**src/rtl/core/ntc_pkg.sv**
```systemverilog
// Package: constants, types and pipeline taps of the NTC thermistor converter.
`default_nettype none
package ntc_pkg;

  localparam int ADC_BITS = 12;
  localparam int CODE_W = 12;
  localparam logic [ADC_BITS-1:0] CODE_FULL = {ADC_BITS{1'b1}};

  localparam int RES_W = 20;
  localparam int BETA_W = 16;
  localparam int PROD_W = RES_W + ADC_BITS;
  localparam int P_W = $clog2(PROD_W);
  localparam int M_W = 32;
  localparam int LOG_FRAC = 28;
  localparam int LOG_W = P_W + LOG_FRAC;

  localparam logic [27:0] LN2_Q28 = 28'd186065279;
  localparam int T0_CENTI = 29815;
  localparam int ZERO_C_CENTI = 27315;
  localparam int TK_MAX = 32767 + ZERO_C_CENTI;

  localparam int L24_W = LOG_W - 2;
  localparam int T_W = L24_W + 15;
  localparam int DEN_W = 49;
  localparam int DENU_W = DEN_W - 1;
  localparam int BK100_W = 23;
  localparam int BNUM_W = 38;
  localparam int N_W = 64;
  localparam int Q_W = 16;

  localparam int CFG_IDX_W = 2;
  localparam int CFG_DATA_W = 20;
  localparam logic [CFG_IDX_W-1:0] REG_DIVIDER = 2'd0;
  localparam logic [CFG_IDX_W-1:0] REG_NOMINAL = 2'd1;
  localparam logic [CFG_IDX_W-1:0] REG_BETA = 2'd2;

  localparam logic [2:0] ST_OK = 3'd0;
  localparam logic [2:0] ST_FULL = 3'd1;
  localparam logic [2:0] ST_ZERO = 3'd2;
  localparam logic [2:0] ST_DENBAD = 3'd3;
  localparam logic [2:0] ST_SAT = 3'd4;

  // pipeline taps (register index of each stage)
  localparam int LOG_LAT = 1 + LOG_FRAC;
  localparam int S_IN = 1;
  localparam int S_LOG = S_IN + LOG_LAT;
  localparam int S_SIGN = S_LOG + 1;
  localparam int S_L24 = S_SIGN + 1;
  localparam int S_T = S_L24 + 1;
  localparam int S_DEN = S_T + 1;
  localparam int S_N = S_DEN + 1;
  localparam int DIV_STAGES = Q_W;
  localparam int S_Q = S_N + DIV_STAGES;

  typedef enum logic [2:0] {
    K_OK,
    K_FULL,
    K_ZERO,
    K_NOMZ,
    K_DENBAD,
    K_SAT
  } kind_t;

endpackage
`default_nettype wire

```
**src/rtl/core/ntc_div_pipe.sv**
```systemverilog
// Pipelined restoring divider: one quotient bit per stage, quotient known to fit.
`default_nettype none
module ntc_div_pipe (
  input  wire logic                       clk,
  input  wire logic                       en,
  input  wire logic [ntc_pkg::N_W-1:0]    num,
  input  wire logic [ntc_pkg::DENU_W-1:0] den,
  output logic      [ntc_pkg::Q_W-1:0]    quo
);

  localparam int NS = ntc_pkg::DIV_STAGES;
  localparam int NW = ntc_pkg::N_W;

  logic [NW-1:0] r [0:NS-1];
  logic [ntc_pkg::DENU_W-1:0] d [0:NS-1];
  logic [NS-1:0] q [0:NS-1];
  logic [NW-1:0] sub0;
  logic [NW-1:0] subs [1:NS-1];

  assign sub0 = NW'(den) << (NS - 1);

  always_comb begin
    for (int s = 1; s < NS; s++) begin
      subs[s] = NW'(d[s-1]) << (NS - 1 - s);
    end
  end

  always_ff @(posedge clk) begin
    if (en) begin
      d[0] <= den;
      if (num >= sub0) begin
        r[0] <= num - sub0;
        q[0] <= NS'(1);
      end else begin
        r[0] <= num;
        q[0] <= '0;
      end
      for (int s = 1; s < NS; s++) begin
        d[s] <= d[s-1];
        if (r[s-1] >= subs[s]) begin
          r[s] <= r[s-1] - subs[s];
          q[s] <= {q[s-1][NS-2:0], 1'b1};
        end else begin
          r[s] <= r[s-1];
          q[s] <= {q[s-1][NS-2:0], 1'b0};
        end
      end
    end
  end

  assign quo = q[NS-1];

endmodule
`default_nettype wire

```
**config.mk**
```make
export PLATFORM = sky130hd
export DESIGN_NAME = ntc_div_pipe
export DESIGN_NICKNAME = d
export VERILOG_FILES = /design/src/rtl/core/ntc_pkg.sv /design/src/rtl/core/ntc_div_pipe.sv
export SDC_FILE = /design/constraint.sdc
export NUM_CORES = 2
export LEC_CHECK = 0
export BUFFER_PORTS_ARGS = -buffer_cell sky130_fd_sc_hd__buf_2
export CAP_MARGIN = 20
export CORE_ASPECT_RATIO = 1.75
export CORE_MARGIN = 3
export CORE_UTILIZATION = 65
export CTS_BUF_LIST = sky130_fd_sc_hd__clkbuf_4 sky130_fd_sc_hd__clkbuf_8 sky130_fd_sc_hd__clkbuf_16
export DETAILED_ROUTE_END_ITERATION = 10
export HOLD_SLACK_MARGIN = 0.08
export PLACE_DENSITY = 0.86
export RECOVER_POWER = 100
export SLEW_MARGIN = 20
export SYNTH_ARGS = -nofsm -noshare
export SYNTH_HDL_FRONTEND = slang
export SYNTH_SLANG_ARGS = --single-unit
```
**constraint.sdc**
```tcl
create_clock -name clk -period 5.35 [get_ports clk]
set_input_delay 0.8025 -clock clk [delete_from_list [all_inputs] [get_ports clk]]
set_output_delay 0.8025 -clock clk [all_outputs]
set_load 0.01 [all_outputs]
```
### Yosys cells after proc, flatten, opt, wreduce, memory -nomap -nowiden

Memory sizes are Yosys's and may differ from the RTL's.
Index checks and enable logic that the tools add are counted.

| storage, ports and cells | value |
|---|---|
| register bits | 0 |
| RAM bits | 2048 |
| bits of input ports | 114 |
| output and inout bits | 16 |
| word-level logic and storage cells | 197 |
| memories kept | 3 |

| operators by class | value |
|---|---|
| add/subtract/negate cells | 16 |
| order comparisons | 16 |
| mux-type cells | 130 |
| bitwise gates (word level) | 32 |

Memory list:

| name | depth | width | rd ports | clocked after memory_dff | wr ports | line | text |
|---|---|---|---|---|---|---|---|
| r | 16 | 64 | 15 | 0 | 16 | ntc_div_pipe.sv:14 | `logic [NW-1:0] r [0:NS-1];` |
| d | 16 | 48 | 15 | 0 | 16 | ntc_div_pipe.sv:15 | `logic [ntc_pkg::DENU_W-1:0] d [0:NS-1];` |
| q | 16 | 16 | 16 | 0 | 16 | ntc_div_pipe.sv:16 | `logic [NS-1:0] q [0:NS-1];` |

Operators with widths:

| kind | number |
|---|---|
| 2-to-1 mux 64 bit | 16 |
| 2-to-1 mux 16 bit | 16 |
| 2-to-1 mux 1 bit | 98 |
| >= comparator 64 x 48 -> 1 bit | 1 |
| >= comparator 64 x 49 -> 1 bit | 1 |
| >= comparator 64 x 50 -> 1 bit | 1 |
| >= comparator 64 x 51 -> 1 bit | 1 |
| >= comparator 64 x 52 -> 1 bit | 1 |
| >= comparator 64 x 53 -> 1 bit | 1 |
| >= comparator 64 x 54 -> 1 bit | 1 |
| >= comparator 64 x 55 -> 1 bit | 1 |
| >= comparator 64 x 56 -> 1 bit | 1 |
| >= comparator 64 x 57 -> 1 bit | 1 |
| >= comparator 64 x 58 -> 1 bit | 1 |
| >= comparator 64 x 59 -> 1 bit | 1 |
| >= comparator 64 x 60 -> 1 bit | 1 |
| >= comparator 64 x 61 -> 1 bit | 1 |
| >= comparator 64 x 62 -> 1 bit | 1 |
| >= comparator 64 x 63 -> 1 bit | 1 |
| subtractor 64 x 48 -> 64 bit | 1 |
| subtractor 64 x 49 -> 64 bit | 1 |
| subtractor 64 x 50 -> 64 bit | 1 |
| subtractor 64 x 51 -> 64 bit | 1 |
| subtractor 64 x 52 -> 64 bit | 1 |
| 12 further kinds | 43 |

### Depth between registers and ports, before layout

An unclocked memory read counts as a cell.

| logic depth | value |
|---|---|
| depth in word-level cells | 6 |
| mapped depth | 17 |
| mapped depth without buffers | 16 |

### Worst setup path after synthesis

Ideal clock, no wire load.

| timing path | value |
|---|---|
| path kind | input-to-reg |
| start point | in en |
| end point | mem q[0][112] in the netlist's numbering (enable) |
| setup time | 0.455 ns |
| data arrival time | 3.577 ns |
| setup slack | 1.317 ns |
| cell stages on the path | 4 |
| path buffers | 4 |
| cells stage by stage | clkbuf_1 -> clkbuf_1 -> clkbuf_1 -> clkbuf_1 |

RTL lines:

| element | line | text |
|---|---|---|
| from (decl) | ntc_div_pipe.sv:5 | `input wire logic en,` |
| to (decl) | ntc_div_pipe.sv:16 |  |

==> reports/qor.txt <==
====================================================================================
Initial core utilization ..............................................       0.6560
Filler cell count in the final layout .................................       11.71k
Core ar. ..............................................................   166700 µm²
Fraction of final layout cells sized beyond drive strength 1 ..........      0.05487
Clock period minus worst slack ........................................     5.286 ns
Number of buffers inserted by post-CTS setup repair ...................            0
Antenna violations before repair ......................................            6
Area fraction of the dominant cell type after synthesis ...............       0.4983
Required time at the worst-slack endpoint .............................      6.03 ns
Worst-Margin Slew .....................................................     2.588 ns
Width of the die ......................................................     316.1 µm
Crit end category .....................................................     register
Area of the multi-input gates .........................................    49650 µm²
Share of synthesized flip-flops with an asynchronous set or reset .....            0
DR iter-0 viols .......................................................         5586
Placed wire-length estimate after detailed placement ..................    227700 µm
Fraction of the cycle the final worst path needs ......................       0.9881
Post-synth top flop ...................................................     edfxtp_1
Power per cell area ................................................... 565.1 nW/µm²
Top cells by area, synth .............................................. edfxtp_1 (50%), ha_1 (8.8%), a21oi_1 (4.3%), o21ai_0 (4.1%), nand2_1 (3.6%)
Routed length per instance ............................................     22.74 µm
First-pass GRT wire length ............................................    454900 µm
Final setup skew ......................................................   0.07168 ns
Upper clock frequency limit ...........................................   0.1892 GHz
Post-Route WL .........................................................    296800 µm
Number of register bits inferred by synthesis .........................         1816
Skew-Pair Late Insertion Delay ........................................      0.85 ns
Status ................................................................ finished, violations left
Port Buffers ..........................................................          129
Sequential group share of total power .................................        0.347
Weighted congestion at the end of routability-driven global placement .        1.023
Synth area leader .....................................................     edfxtp_1
Number of buffers between clock root and the deepest sink .............            4
Vias in the first global route ........................................       86.61k
Pleak .................................................................     47.49 nW
Pin count of the biggest net entering global routing ..................          188
Top cell types by occurrence after synthesis .......................... edfxtp_1 (1815), nand2_1 (1046), inv_1 (954)
Clock tree from TritonCTS .............................................        built
Net switching power figure ............................................    0.02630 W
Total Nets Final ......................................................       11.62k
Worst EP arrival ......................................................      5.97 ns
Final Hold Fails ......................................................            0
I/O pin cnt ...........................................................          130
Most frequently used cell type in the post-synthesis netlist ..........     edfxtp_1
Count of warnings emitted by yosys ....................................            0
Remaining global-route overflow .......................................            0
Height of the chip ....................................................     548.7 µm
CTS clock-pin slew for the worst setup and hold paths .................      0.07 ns
Largest fanout on the critical path ...................................           24
Instance count of the mapped netlist ..................................       10.68k
Internal Power ........................................................    0.04024 W
Seq/Total Area, Yosys .................................................       0.4985
Count of final setup violators ........................................            0
Max-slew headroom .....................................................      -0.7251
Area taken by flip-flops and latches ..................................    54520 µm²
Root Buffer Master ....................................................    clkbuf_16
Area growth from synthesis to layout ..................................       7.651%
Post-detailed-route via-to-cell ratio .................................        6.323
Total number of placement rows ........................................          198
Max VDD drop ..........................................................  0.0003901 V
TritonCTS sink count ..................................................         1816
Post-Syn Nets .........................................................       11.58k
Summed negative setup slack over all endpoints ........................         0 ns
Number of vias in the routed layout ...................................       82.52k
Kind of start point of the critical path ..............................     register
Fraction of the core area covered by cells at the end of the flow .....       0.7062
Net switching share of the total power ................................       0.3952
Slew Limit Fails ......................................................         1019
CTS buffer count ......................................................          172
Violated checks ....................................................... capacitance limit, slew limit
Comb power frac .......................................................        0.466
Number of different library cells in the post-synthesis netlist .......           96
Part of the power in the clock network ................................        0.187
Worst setup path category ............................................. register to register
Number of H-tree levels ...............................................            4
Number of max-cap violations ..........................................           17
DRC violations left ...................................................            0
Worst min-delay path category ......................................... input pin to register
Full die area .........................................................   173400 µm²
Remaining antenna violation count .....................................            0
Post-synthesis cell area ..............................................   109400 µm²
Synth Area per Inst ...................................................    10.24 µm²
EDFF count, synth .....................................................         1815
Setup repair after global routing missed its margin ...................        false
Total routing resource utilization after global routing ...............       0.3383
Number of iterations in the first detailed-routing pass ...............            6
====================================================================================
## per-layer routing
metal  wire length (µm)  GRT usage
met5                  0          0
met4              32270     0.3036
met3              10160    0.03137
met2             170200     0.6963
met1              84160     0.2654
## worst paths after layout
check / startpoint / endpoint / slack (ns) / cells past startpoint
setup / recovery: r[0][338] / r[0][398] / 0.06 / 13
hold / removal: num[10] / r[0][10] / 0.14 / 1
setup reg to reg: r[0][338] / r[0][398] / 0.06 / 13
hold reg to reg: q[1][3] / q[1][20] / 0.42 / 0
## sequential cells by signal, indices dropped and copies added, names as in the netlist
register  flops
r           960
d           720
q           136
## what timing repair did
item,in CTS,in global routing
setup endpoints to repair,2,3
pin swaps,0,0
hold buffers,0,0
gates resized for setup,1,2
## critical path: stages (launching register included)
cell,delay [ns]
edfxtp_1,0.41
ha_1,0.38
nand3_1,0.20
or3_1,0.41
a31oi_1,0.31
nor4_1,0.16
or3_4,0.45
nand3_1,0.20
a31oi_1,0.33
o311ai_1,1.33
buf_12,0.28
buf_4,0.33
nor2_1,0.11
a21oi_1,0.18
## area by class of cell
class | instances | share of cell area
sequential | 1816 | 0.4631
antenna | 8 | 0.0001700
multi-input combinational | 7487 | 0.4217
clock inverter | 102 | 0.008969
clock buffer | 197 | 0.03859
timing repair buffer | 285 | 0.01367
inverter | 956 | 0.03048
tap | 2200 | 0.02338
## cells by family (layout without fill, tap and decap cells)
kind of cell    Yosys count  count (layout)  share of synthesized area
compound gates         3112            3112                     0.1745
xor+xnor                771             771                    0.06174
fa+ha+maj               783             783                    0.09060
buf+inv                1379            1540                    0.04807
flops                  1816            1816                     0.4985
mux                      71              71                   0.007253
other cells               0               8                          0
simple gates           2750            2750                     0.1194
## metrics by stage
stage | cells | total power (W) | hold WS, ns | worst slack, ns | instance area (µm²)
2_1_floorplan | 10680 | 0.04489 | 0.4003 | 1.317 | 109400
3_3_place_gp | 12740 | 0.05271 | 0.4008 | 0.2169 | 112700
3_5_place_dp | 12740 | 0.05364 | 0.4045 | 0.08861 | 112700
4_1_cts | 13040 | 0.06620 | 0.1015 | 0.02439 | 118300
5_1_grt | 13050 | 0.07045 | 0.1176 | 0.01488 | 117700
6_report | 13050 | 0.06654 | 0.1401 | 0.06362 | 117700
## layout by cell type (no fill, tap or decap), types with 24 or more instances in the layout
master	Yosys	routed
a211o_1	24	24
a211oi_1	75	75
a21boi_0	23	25
a21o_1	499	499
a21oi_1	931	929
a31oi_1	94	92
and2_1	49	41
and3_1	64	64
buf_2	16	62
buf_4	16	63
clkbuf_1	370	119
clkbuf_16	0	175
clkbuf_4	0	29
clkinv_1	1	35
clkinv_2	0	26
edfxtp_1	1815	1815
ha_1	768	768
inv_1	954	954
mux2_2	65	65
nand2_1	1046	1046
nand2b_1	118	118
nand3_1	160	160
nand4_1	200	200
nor2_1	572	572
nor2b_1	101	101
nor3_1	152	152
nor4_1	71	67
o211ai_1	50	50
o21a_1	83	83
o21ai_0	893	894
o21bai_1	120	120
o31a_1	26	25
o31ai_1	61	62
or2_2	38	38
or3_1	46	47
or4_1	26	26
xnor2_1	404	404
xor2_1	367	367
## power groups by stage
stage          registers [W]  clock network [W]  logic [W]
3_3_place_gp          0.0231                  0     0.0296
5_1_grt               0.0234             0.0130     0.0340
3_5_place_dp          0.0232                  0     0.0304
4_1_cts               0.0230             0.0125     0.0307
6_report              0.0231             0.0124     0.0310
2_1_floorplan         0.0225                  0     0.0224
Power figures use the tool's default switching activity.
